[config.mk]
export PLATFORM = sky130hd
export DESIGN_NAME = sorted_expiry_timer_queue
export DESIGN_NICKNAME = d
export VERILOG_FILES = /design/src/rtl/setq_pkg.sv /design/src/rtl/setq_order.sv /design/src/rtl/sorted_expiry_timer_queue.sv
export SDC_FILE = /design/constraint.sdc
export NUM_CORES = 2
export LEC_CHECK = 0
export BUFFER_PORTS_ARGS = -buffer_cell sky130_fd_sc_hd__buf_4
export CAP_MARGIN = 20
export CORE_AREA = 3 3 305 307
export CTS_BUF_LIST = sky130_fd_sc_hd__clkbuf_8
export CTS_CLUSTER_DIAMETER = 100
export DETAILED_ROUTE_END_ITERATION = 12
export DIE_AREA = 0 0 308 310
export PLACE_DENSITY_LB_ADDON = 0.1
export SYNTH_ARGS = -nofsm -noshare
export SYNTH_HDL_FRONTEND = slang
export SYNTH_SLANG_ARGS = --single-unit
export TNS_END_PERCENT = 5
[constraint.sdc]
create_clock -name clk -period 6.3 [get_ports clk]
set_clock_uncertainty 0.2 [all_clocks]
set_input_delay 1.26 -clock clk [delete_from_list [all_inputs] [get_ports clk]]
set_output_delay 1.26 -clock clk [all_outputs]
set_load 0.005 [all_outputs]
[src/rtl/setq_pkg.sv]
package setq_pkg;

  localparam int SLOTS  = 16;
  localparam int ID_W   = 4;
  localparam int CNT_W  = 5;
  localparam int TIME_W = 32;
  localparam int DATA_W = 32;

  typedef enum logic [1:0] {
    ACT_ADD    = 2'd0,
    ACT_ADJUST = 2'd1,
    ACT_DELETE = 2'd2,
    ACT_TICK   = 2'd3
  } action_t;

  typedef enum logic [1:0] {
    KIND_ACK     = 2'd0,
    KIND_EXPIRED = 2'd1,
    KIND_DONE    = 2'd2
  } kind_t;

  typedef enum logic [1:0] {
    STAT_OK      = 2'd0,
    STAT_BUSY_ID = 2'd1,
    STAT_NO_ID   = 2'd2
  } status_t;

  typedef enum logic [2:0] {
    S_IDLE,
    S_CHECK,
    S_INS_RD,
    S_INS_CMP,
    S_ACK,
    S_TK_RD,
    S_TK_CMP,
    S_TK_DONE
  } state_t;

  // One operation on the ordered id list per cycle
  typedef struct packed {
    logic             insert;
    logic             remove_id;
    logic             pop;
    logic [CNT_W-1:0] pos;
    logic [ID_W-1:0]  id;
  } order_op_t;

endpackage

[src/rtl/setq_order.sv]
module setq_order (
  input  logic                           clk,
  input  logic                           rst_n,
  input  setq_pkg::order_op_t            op,
  output logic [setq_pkg::CNT_W-1:0]     count,
  output logic [setq_pkg::ID_W-1:0]      head,
  output logic [setq_pkg::ID_W-1:0]      entry
);

  logic [setq_pkg::ID_W-1:0]  order_r   [setq_pkg::SLOTS];
  logic [setq_pkg::ID_W-1:0]  order_nxt [setq_pkg::SLOTS];
  logic [setq_pkg::CNT_W-1:0] count_r;
  logic [setq_pkg::CNT_W-1:0] count_nxt;
  logic [setq_pkg::SLOTS-1:0] match;
  logic [setq_pkg::CNT_W-1:0] mpos;
  logic [setq_pkg::CNT_W-1:0] rpos;
  logic                       do_rm;

  assign count = count_r;
  assign head  = order_r[0];
  assign entry = order_r[op.pos[setq_pkg::ID_W-1:0]];

  // Locate the id among valid entries; ids are unique so at most one hits
  always_comb begin
    mpos = '0;
    for (int i = 0; i < setq_pkg::SLOTS; i++) begin
      match[i] = (setq_pkg::CNT_W'(i) < count_r) && (order_r[i] == op.id);
      if (match[i]) begin
        mpos = mpos | setq_pkg::CNT_W'(i);
      end
    end
  end

  // Shift entries to close a gap or open one
  always_comb begin
    order_nxt = order_r;
    count_nxt = count_r;
    rpos      = op.pop ? '0 : mpos;
    do_rm     = op.pop ? (count_r != '0) : (op.remove_id && (|match));
    if (do_rm) begin
      for (int i = 0; i < setq_pkg::SLOTS - 1; i++) begin
        if (setq_pkg::CNT_W'(i) >= rpos) begin
          order_nxt[i] = order_r[i+1];
        end
      end
      count_nxt = count_r - 1'b1;
    end else if (op.insert) begin
      for (int i = 1; i < setq_pkg::SLOTS; i++) begin
        if (setq_pkg::CNT_W'(i) > op.pos) begin
          order_nxt[i] = order_r[i-1];
        end
      end
      order_nxt[op.pos[setq_pkg::ID_W-1:0]] = op.id;
      count_nxt = count_r + 1'b1;
    end
  end

  always_ff @(posedge clk) begin
    order_r <= order_nxt;
  end

  always_ff @(posedge clk) begin
    if (!rst_n) begin
      count_r <= '0;
    end else begin
      count_r <= count_nxt;
    end
  end

endmodule

[src/rtl/sorted_expiry_timer_queue.sv]
// Delete and rejected requests are checked, then acknowledged; add and adjust walk the list
// past each queued timer at or before the new expiry, stopping at a later timer or the end.
// Tick expires front timers in order until an unexpired timer or an empty queue ends the walk.
// One request at a time: the next one is taken the cycle after its last result issues.
// Reset (synchronous, rst_n low) empties the queue and clears all slot-used bits;
// the expiry and data memories are not cleared.
module sorted_expiry_timer_queue (
  input  logic                           clk,
  input  logic                           rst_n,
  input  logic                           in_valid,
  output logic                           in_stall,
  input  logic [1:0]                     in_action,
  input  logic [setq_pkg::ID_W-1:0]      in_timer_id,
  input  logic [setq_pkg::TIME_W-1:0]    in_expire_time,
  input  logic [setq_pkg::DATA_W-1:0]    in_user_data,
  input  logic [setq_pkg::TIME_W-1:0]    in_now_time,
  output logic                           out_valid,
  input  logic                           out_stall,
  output logic [1:0]                     out_kind,
  output logic [1:0]                     out_status,
  output logic [setq_pkg::ID_W-1:0]      out_expired_id,
  output logic [setq_pkg::DATA_W-1:0]    out_expired_data,
  output logic                           out_last
);

  setq_pkg::state_t              state_r, state_nxt;
  setq_pkg::action_t             act_r;
  logic [setq_pkg::ID_W-1:0]     id_r;
  logic [setq_pkg::TIME_W-1:0]   exp_r;
  logic [setq_pkg::DATA_W-1:0]   data_r;
  logic [setq_pkg::TIME_W-1:0]   now_r;
  setq_pkg::status_t             status_r, status_nxt;
  logic [setq_pkg::CNT_W-1:0]    pos_r, pos_nxt;
  logic [setq_pkg::SLOTS-1:0]    used_r, used_nxt;

  logic [setq_pkg::TIME_W-1:0]   exp_mem  [setq_pkg::SLOTS];
  logic [setq_pkg::DATA_W-1:0]   data_mem [setq_pkg::SLOTS];
  logic [setq_pkg::TIME_W-1:0]   rd_exp_r;
  logic [setq_pkg::DATA_W-1:0]   rd_data_r;
  logic                          rd_en;
  logic [setq_pkg::ID_W-1:0]     rd_addr;
  logic                          wr_exp;
  logic                          wr_data;
  logic [setq_pkg::TIME_W-1:0]   cmp_ref;
  logic                          cmp_le;

  setq_pkg::order_op_t           op;
  logic [setq_pkg::CNT_W-1:0]    count;
  logic [setq_pkg::ID_W-1:0]     head;
  logic [setq_pkg::ID_W-1:0]     entry;

  logic                          out_valid_r;
  setq_pkg::kind_t               out_kind_r;
  setq_pkg::status_t             out_status_r;
  logic [setq_pkg::ID_W-1:0]     out_id_r;
  logic [setq_pkg::DATA_W-1:0]   out_data_r;
  logic                          out_last_r;

  logic                          in_accept;
  logic                          emit_ok;
  logic                          emit;
  setq_pkg::kind_t               emit_kind;
  setq_pkg::status_t             emit_status;
  logic [setq_pkg::ID_W-1:0]     emit_id;
  logic [setq_pkg::DATA_W-1:0]   emit_data;
  logic                          emit_last;

  assign in_stall         = (state_r != setq_pkg::S_IDLE);
  assign in_accept        = in_valid && !in_stall;
  assign emit_ok          = !out_valid_r || !out_stall;
  assign out_valid        = out_valid_r;
  assign out_kind         = out_kind_r;
  assign out_status       = out_status_r;
  assign out_expired_id   = out_id_r;
  assign out_expired_data = out_data_r;
  assign out_last         = out_last_r;

  // Share one expiry compare between the insertion walk and the tick
  assign cmp_ref = (act_r == setq_pkg::ACT_TICK) ? now_r : exp_r;
  assign cmp_le  = (rd_exp_r <= cmp_ref);

  setq_order u_order (
    .clk   (clk),
    .rst_n (rst_n),
    .op    (op),
    .count (count),
    .head  (head),
    .entry (entry)
  );

  // Sequencer: next state, list operations, memory access and results
  always_comb begin
    state_nxt   = state_r;
    status_nxt  = status_r;
    pos_nxt     = pos_r;
    used_nxt    = used_r;
    op          = '0;
    op.pos      = pos_r;
    op.id       = id_r;
    rd_en       = 1'b0;
    rd_addr     = entry;
    wr_exp      = 1'b0;
    wr_data     = 1'b0;
    emit        = 1'b0;
    emit_kind   = setq_pkg::KIND_ACK;
    emit_status = status_r;
    emit_id     = id_r;
    emit_data   = '0;
    emit_last   = 1'b1;
    case (state_r)
      setq_pkg::S_IDLE: begin
        if (in_accept) begin
          status_nxt = setq_pkg::STAT_OK;
          pos_nxt    = '0;
          if (setq_pkg::action_t'(in_action) == setq_pkg::ACT_TICK) begin
            state_nxt = setq_pkg::S_TK_RD;
          end else begin
            state_nxt = setq_pkg::S_CHECK;
          end
        end
      end
      setq_pkg::S_CHECK: begin
        case (act_r)
          setq_pkg::ACT_ADD: begin
            if (used_r[id_r]) begin
              status_nxt = setq_pkg::STAT_BUSY_ID;
              state_nxt  = setq_pkg::S_ACK;
            end else begin
              wr_exp       = 1'b1;
              wr_data      = 1'b1;
              used_nxt[id_r] = 1'b1;
              state_nxt    = setq_pkg::S_INS_RD;
            end
          end
          setq_pkg::ACT_ADJUST: begin
            if (!used_r[id_r]) begin
              status_nxt = setq_pkg::STAT_NO_ID;
              state_nxt  = setq_pkg::S_ACK;
            end else begin
              op.remove_id = 1'b1;
              wr_exp       = 1'b1;
              state_nxt    = setq_pkg::S_INS_RD;
            end
          end
          default: begin
            if (!used_r[id_r]) begin
              status_nxt = setq_pkg::STAT_NO_ID;
            end else begin
              op.remove_id   = 1'b1;
              used_nxt[id_r] = 1'b0;
            end
            state_nxt = setq_pkg::S_ACK;
          end
        endcase
      end
      // Walk the list until an entry expires later than the new one or the list ends
      setq_pkg::S_INS_RD: begin
        if (pos_r == count) begin
          op.insert = 1'b1;
          state_nxt = setq_pkg::S_ACK;
        end else begin
          rd_en     = 1'b1;
          rd_addr   = entry;
          state_nxt = setq_pkg::S_INS_CMP;
        end
      end
      setq_pkg::S_INS_CMP: begin
        if (cmp_le) begin
          pos_nxt   = pos_r + 1'b1;
          state_nxt = setq_pkg::S_INS_RD;
        end else begin
          op.insert = 1'b1;
          state_nxt = setq_pkg::S_ACK;
        end
      end
      setq_pkg::S_ACK: begin
        emit = emit_ok;
        if (emit_ok) begin
          state_nxt = setq_pkg::S_IDLE;
        end
      end
      // Fetch the front timer, or finish if the queue is empty
      setq_pkg::S_TK_RD: begin
        if (count == '0) begin
          state_nxt = setq_pkg::S_TK_DONE;
        end else begin
          rd_en     = 1'b1;
          rd_addr   = head;
          state_nxt = setq_pkg::S_TK_CMP;
        end
      end
      // Expire the front timer or stop
      setq_pkg::S_TK_CMP: begin
        if (!cmp_le) begin
          state_nxt = setq_pkg::S_TK_DONE;
        end else if (emit_ok) begin
          emit           = 1'b1;
          emit_kind      = setq_pkg::KIND_EXPIRED;
          emit_status    = setq_pkg::STAT_OK;
          emit_id        = head;
          emit_data      = rd_data_r;
          emit_last      = 1'b0;
          used_nxt[head] = 1'b0;
          op.pop         = 1'b1;
          state_nxt      = setq_pkg::S_TK_RD;
        end
      end
      setq_pkg::S_TK_DONE: begin
        emit        = emit_ok;
        emit_kind   = setq_pkg::KIND_DONE;
        emit_status = setq_pkg::STAT_OK;
        emit_id     = '0;
        if (emit_ok) begin
          state_nxt = setq_pkg::S_IDLE;
        end
      end
      default: begin
        state_nxt = setq_pkg::S_IDLE;
      end
    endcase
  end

  // Hold control state
  always_ff @(posedge clk) begin
    if (!rst_n) begin
      state_r     <= setq_pkg::S_IDLE;
      used_r      <= '0;
      out_valid_r <= 1'b0;
    end else begin
      state_r <= state_nxt;
      used_r  <= used_nxt;
      if (emit) begin
        out_valid_r <= 1'b1;
      end else if (!out_stall) begin
        out_valid_r <= 1'b0;
      end
    end
  end

  // Capture the request and working registers
  always_ff @(posedge clk) begin
    if (in_accept) begin
      act_r  <= setq_pkg::action_t'(in_action);
      id_r   <= in_timer_id;
      exp_r  <= in_expire_time;
      data_r <= in_user_data;
      now_r  <= in_now_time;
    end
    status_r <= status_nxt;
    pos_r    <= pos_nxt;
  end

  // Load the result register
  always_ff @(posedge clk) begin
    if (emit) begin
      out_kind_r   <= emit_kind;
      out_status_r <= emit_status;
      out_id_r     <= emit_id;
      out_data_r   <= emit_data;
      out_last_r   <= emit_last;
    end
  end

  // Expiry and data memories: one write, one registered read
  always_ff @(posedge clk) begin
    if (wr_exp) begin
      exp_mem[id_r] <= exp_r;
    end
    if (wr_data) begin
      data_mem[id_r] <= data_r;
    end
    if (rd_en) begin
      rd_exp_r  <= exp_mem[rd_addr];
      rd_data_r <= data_mem[rd_addr];
    end
  end

endmodule

# == After elaboration in Yosys (flattened, before gate mapping) ==
# Memories as Yosys holds them, arrays and structs flattened. A register that Yosys moved wholly into a read port is not among the register bits.
# Cells that the tools add are included.
# classes
n_addsub,3
magnitude_cmp,53
n_eq_ne,54
muxes,156
bitwise_logic,7
reduce_logical,58
# ops
operator,n
$mux W4,75
$bwmux W64,1
$eq A4 B4 Y1,16
$mux W16,4
$mux W64,1
$pmux W16 S2,2
$mux W60,1
$gt A4 B5 Y1 const A,8
$lt A4 B5 Y1 const A,8
$ne A2 B2 Y1 const B,20
$mux W3,13
$ge A4 B5 Y1 const A,7
$reduce_and A2 Y1,17
$and A16 B16 Y16,2
$le A32 B32 Y1,1
$mux W32,1
$not A16 Y16,2
$mux W1,29
$mux W5,5
$logic_and A1 B1 Y1,21
$pmux W3 S7,1
$ge A3 B5 Y1 const A,4
$gt A3 B5 Y1 const A,4
$lt A3 B5 Y1 const A,4
47 further kinds,84
# totals
ff_bits,239
mem_bits_rw,1024
out_inout_bits,43
elab_cells,365
memories,2
# mem_list
memory,depth,word_bits,read_ports,rd_clocked_by_memory_dff,wr,line,rtl
data_mem,16,32,1,1,1,sorted_expiry_timer_queue.sv:37,logic [setq_pkg::DATA_W-1:0] data_mem [setq_pkg::SLOTS];
exp_mem,16,32,1,1,1,sorted_expiry_timer_queue.sv:36,logic [setq_pkg::TIME_W-1:0] exp_mem [setq_pkg::SLOTS];

# == Longest topological paths before layout ==
# logic_depth
ltp_word,21
mapped_depth,14

# == Hierarchy ==
# A second synthesis with hierarchy kept.
# unflattened
hier_cells,2914
hier_area_um2,53943.0
# by_module_without_submodules
mod,n_inst,cells_each,area_per_inst_um2,seq_area_each_um2
sorted_expiry_timer_queue,1,2295,48123.7,37576.0
setq_order,1,619,5819.3,2021.9

# == Worst setup path before layout ==
# OpenSTA, ideal clock, no wires.
# synth_timing
path_type,register to register
from,register act_r[1]
to,"register out_data_r (netlist bit out_expired_data[0]), enable pin"
setup_time_ps,440
arrival_time_ps,4415
t_required_ps,5660
path_slack_ps,1245
path_stages_with_launch,12
path_cell_list,edfxtp_1 > nand2_1 > buf_1 > mux2i_1 > ha_1 > nand4_1 > nor4_1 > and2_1 > a21oi_1 > nor2_1 > o211ai_1 > nor2_1
# synth_between
elab_chain_cells,5
# synth_rtl
item,line,rtl
start: declaration,sorted_expiry_timer_queue.sv:27,setq_pkg::action_t act_r;
start signal: assignment,sorted_expiry_timer_queue.sv:243,act_r <= setq_pkg::action_t'(in_action);
$eq A2 B2 Y1,sorted_expiry_timer_queue.sv:79,assign cmp_ref = (act_r == setq_pkg::ACT_TICK) ? now_r : exp_r;
$mux W32,sorted_expiry_timer_queue.sv:79,
$le A32 B32 Y1,sorted_expiry_timer_queue.sv:80,assign cmp_le = (rd_exp_r <= cmp_ref);
$mux W1,sorted_expiry_timer_queue.sv:194,if (!cmp_le) begin
$pmux W1 S2,sorted_expiry_timer_queue.sv:110,case (state_r)
via emit,sorted_expiry_timer_queue.sv:61,logic emit;
end signal: assignment,sorted_expiry_timer_queue.sv:259,out_data_r <= emit_data;
end: declaration,sorted_expiry_timer_queue.sv:56,logic [setq_pkg::DATA_W-1:0] out_data_r;
# The timed path passes the listed nets, and every way through them passes these cells.
# A chain may end at the register's enable or synchronous reset.

# == Final worst setup path ==
# layout_timing
from,register act_r[1]
to,"register u_order.order_r[39] (netlist name), enable pin"
# layout_between
elab_chain_cells,9
elab_cells_between_ends,17
cone_classes,order compare (2); eq/ne (2); mux (9); reduce/logical (4)
# layout_rtl
item,line,rtl
$eq A2 B2 Y1,sorted_expiry_timer_queue.sv:79,
$mux W32,sorted_expiry_timer_queue.sv:79,
$le A32 B32 Y1,sorted_expiry_timer_queue.sv:80,
$mux W1,sorted_expiry_timer_queue.sv:194,
$mux W1,sorted_expiry_timer_queue.sv:110,
$mux W5,setq_order.sv:38,rpos = op.pop ? '0 : mpos;
$ge A3 B5 Y1,setq_order.sv:42,if (setq_pkg::CNT_W'(i) >= rpos) begin
$ne A2 B2 Y1 (no source line),-,
$reduce_and A2 Y1 (no source line) (*),-,
end signal: assignment,setq_order.sv:59,order_r <= order_nxt;
end: declaration,setq_order.sv:10,logic [setq_pkg::ID_W-1:0] order_r [setq_pkg::SLOTS];
# Mark *: on every way between the ends. The rest lies on a longest branch, timed or not.

==> reports/qor.yml <==
nets: 4127
antenna_found_initial: 2
totalWireLength_mm: 135
dieWidth_um: 308
p_total_w: 0.0247
synthesis.nets: 3920
worst_pin_slew_ns: 1.13
vias: 33190
drt.antenna.violating_nets: 0
syn_area_per_cell_um2: 14.4
first_pass_iters: 6
port_buffers: 148
ys_seq_area_share_pct: 72.9
fp.coreArea_mm2: 0.0903
netlist_area_mm2: 0.0543
numCtsBuffers: 204
arrival_ns: 5.58
htreeDepth: 4
maxCapViolCount: 0
synth_async_sr_flop_share_pct: 0
vias_per_cell: 6.26
leakagePower_nw: 20.8
yosys.area.top_type: "edfxtp_1"
layout.area.seq_mm2: 0.0396
hold_path_class: "reg -> reg"
min_path_cells: 1
hold_violations: 0
crit_path_start_kind: "flop"
yosysTopAreaCellShare_pct: 72.0
dp_hpwl_mm: 77.5
p_per_area_mw_per_mm2: 408
place_area_mm2: 0.0569
overflow: 0
drc: 0
finalCritPeriodShare_pct: 83.5
yosys_warnings: 0
track_usage_pct: 28.3
multi_input_area_mm2: 0.0139
status: "finished, final reports clean"
tns_ns: 0
max_freq_mhz: 190
grt_start_max_net_pins: 112
gp_congestion: 0.927
slew_headroom_pct: 24.6
io_pins: 149
grt_setup_unrepaired: "false"
area_growth_pct: 11.6
cp-end-kind: "flop"
clk_pin_slew_ns: 0.06
netlist_instances: 3775
ff2ff_path_depth: 12
clock-sinks: 1327
layout_min_cycle_time_ns: 5.26
drive_gt1_share_pct: 15.3
hold_buffers: 0
cts-root-buf: "clkbuf_8"
ys_seq_elements: 1327
die_h_um: 310
crit_path_max_fanout: 23
final_max_slew_viol_count: 0
first_global_vias: 32650
synth_edf_count: 1302
clock_latency_ns: 0.90
setup_viol: 0
dieArea_mm2: 0.0955
cts_setup_buffers: 0
synth.area.top_cells: "edfxtp_1 (72%), nand2_1 (4.8%), mux4_2 (3.5%), nand3_1 (2.7%), mux2i_1 (2.5%)"
synthFlopType: "edfxtp_1"
wire_per_inst_um: 25.4
ctsResizeCount: 0
final_cell_area_mm2: 0.0606
max-clock-path-buffers: 3
critPathKind: "reg -> reg"
initialDrtViolationCount: 3920
initial_core_util_pct: 60.2
cts_tree: "yes"
vdd_ir_drop_max_uv: 382
ys_types: 69
grt_pass1_wl_mm: 201
worstPathRequired_ns: 6.62
rows: 110
fillCellCount: 6329
[power breakdown]
part	switching (W)	leakage (nW)	internal, W
combinational	0.00424	6.64	0.00237
clock	0.00331	2.12	0.00325
sequential	0.000704	12.0	0.0108
[Yosys cell counts, drive strengths merged (3+ instances only)]
cell / instances
xor2: 26
and2: 46
mux2i: 134
or2: 12
or3: 5
dfxtp: 25
nor2: 170
ha: 39
and3b: 4
o211ai: 3
a21oi: 165
a22oi: 70
nor4: 7
a21o: 4
nand2b: 8
and3: 21
a22o: 8
mux4: 85
nand4: 83
edfxtp: 1302
nor3: 15
nand3: 292
o21bai: 4
o22ai: 70
nand2: 701
a31oi: 11
o221a: 16
a2bb2oi: 3
inv: 18
xnor2: 48
o21ai: 86
o221ai: 3
nor3b: 3
a211oi: 11
nor2b: 15
buf: 130
clkbuf: 107
[worst max-delay path, stage by stage (launching register included)]
cell	delay, ns
edfxtp_1	0.47
nand2_2	0.63
mux2i_1	0.30
ha_1	0.30
a21oi_1	0.15
o21a_1	0.14
a2bb2oi_1	0.51
a21oi_1	0.33
nor4_2	0.33
buf_4	0.32
or2_0	0.43
nand2_1	0.28
o22ai_1	0.44
[path summary, 6_finish.rpt]
kind,to,slack [ns],from
setup / recovery,u_order.order_r[39],1.04,act_r[1]
hold / removal,out_expired_data[6],0.32,rd_data_r[6]
setup reg to reg,u_order.order_r[39],1.04,act_r[1]
hold reg to reg,out_expired_data[6],0.32,rd_data_r[6]
[stage by stage]
| stage | util (%) | hold WS (ns) | std cells | setup slack [ns] |
|---|---|---|---|---|
| final | 67.1 | 0.321 | 5302 | 1.04 |
| after global routing | 67.1 | 0.290 | 5302 | 0.748 |
| after floorplan | - | 0.297 | 3775 | 1.25 |
| after global placement | 63.1 | 0.304 | 4952 | 1.34 |
| after CTS | 67.1 | 0.269 | 5301 | 1.15 |
| after detailed placement | 63.1 | 0.310 | 4952 | 1.19 |
[placed cells by master, fill, tap and decap left out, types with 5 or more instances in the layout]
| cell type | netlist | routed |
|---|---|---|
| edfxtp_1 | 1302 | 1302 |
| nand2_1 | 701 | 700 |
| nand3_1 | 292 | 292 |
| buf_4 | 16 | 226 |
| clkbuf_8 | 0 | 204 |
| a21oi_1 | 165 | 165 |
| nor2_1 | 168 | 134 |
| mux2i_1 | 133 | 133 |
| mux4_2 | 85 | 85 |
| nand4_1 | 83 | 83 |
| inv_1 | 18 | 83 |
| a22oi_1 | 70 | 70 |
| o22ai_1 | 69 | 69 |
| o21ai_1 | 53 | 53 |
| xnor2_1 | 48 | 48 |
| and2_1 | 46 | 45 |
| clkinv_1 | 0 | 45 |
| ha_1 | 39 | 39 |
| nor2_4 | 1 | 35 |
| o21ai_0 | 33 | 33 |
| xor2_1 | 26 | 26 |
| dfxtp_1 | 25 | 25 |
| and3_1 | 21 | 21 |
| nor3_1 | 15 | 15 |
| clkinv_2 | 0 | 15 |
| o221a_1 | 14 | 14 |
| nor2b_1 | 15 | 13 |
| buf_12 | 0 | 12 |
| a31oi_1 | 11 | 11 |
| a211oi_1 | 11 | 10 |
| or2_2 | 10 | 10 |
| a22o_1 | 8 | 8 |
| nand2b_1 | 8 | 7 |
| nor4_1 | 7 | 6 |
| or3_1 | 5 | 5 |
| bufinv_16 | 0 | 5 |
[layout make-up]
class	instances	share of cell area, %
timing repair buffer	238	3.20
clock inverter	145	1.44
tap	1176	2.43
sequential	1327	65.3
clock buffer	204	4.63
antenna	1	0.00413
multi-input combinational	2193	22.9
inverter	18	0.111
[registers in the layout, indices dropped and copies added, names as in the netlist, 3 cells and up, named ones only]
register and count:
u_order.count 5, data_r 32, now_r 32, state_r 3, u_order.order_r 60, pos_r 5
rd_data_r 32, out_expired_data 32, id_r 4, exp_r 32, out_expired_id 4, exp_mem 512
data_mem 512, u_order.head 4, rd_exp_r 32
[per-layer routing]
| metal | up-vias | share of wire (%) | global-route usage (%) |
|---|---|---|---|
| met4 | 2 | 2.5 | 9.04 |
| li1 | 14667 | - | - |
| met1 | 16525 | 41 | 40.3 |
| met3 | 275 | 8.7 | 4.87 |
| met5 | - | 0.0089 | 0 |
| met2 | 1721 | 48 | 45.3 |
[kinds of logic after synthesis]
kind of cell    Yosys count  synth area share (%)
xor+xnor                 74                  1.19
buf+inv                 255                  2.20
mux                     221                  6.06
compound gates          468                  5.35
flops                  1327                  72.9
fa+ha+maj                39                 0.898
simple gates           1391                  11.4
(Power assumes the default switching activity.)
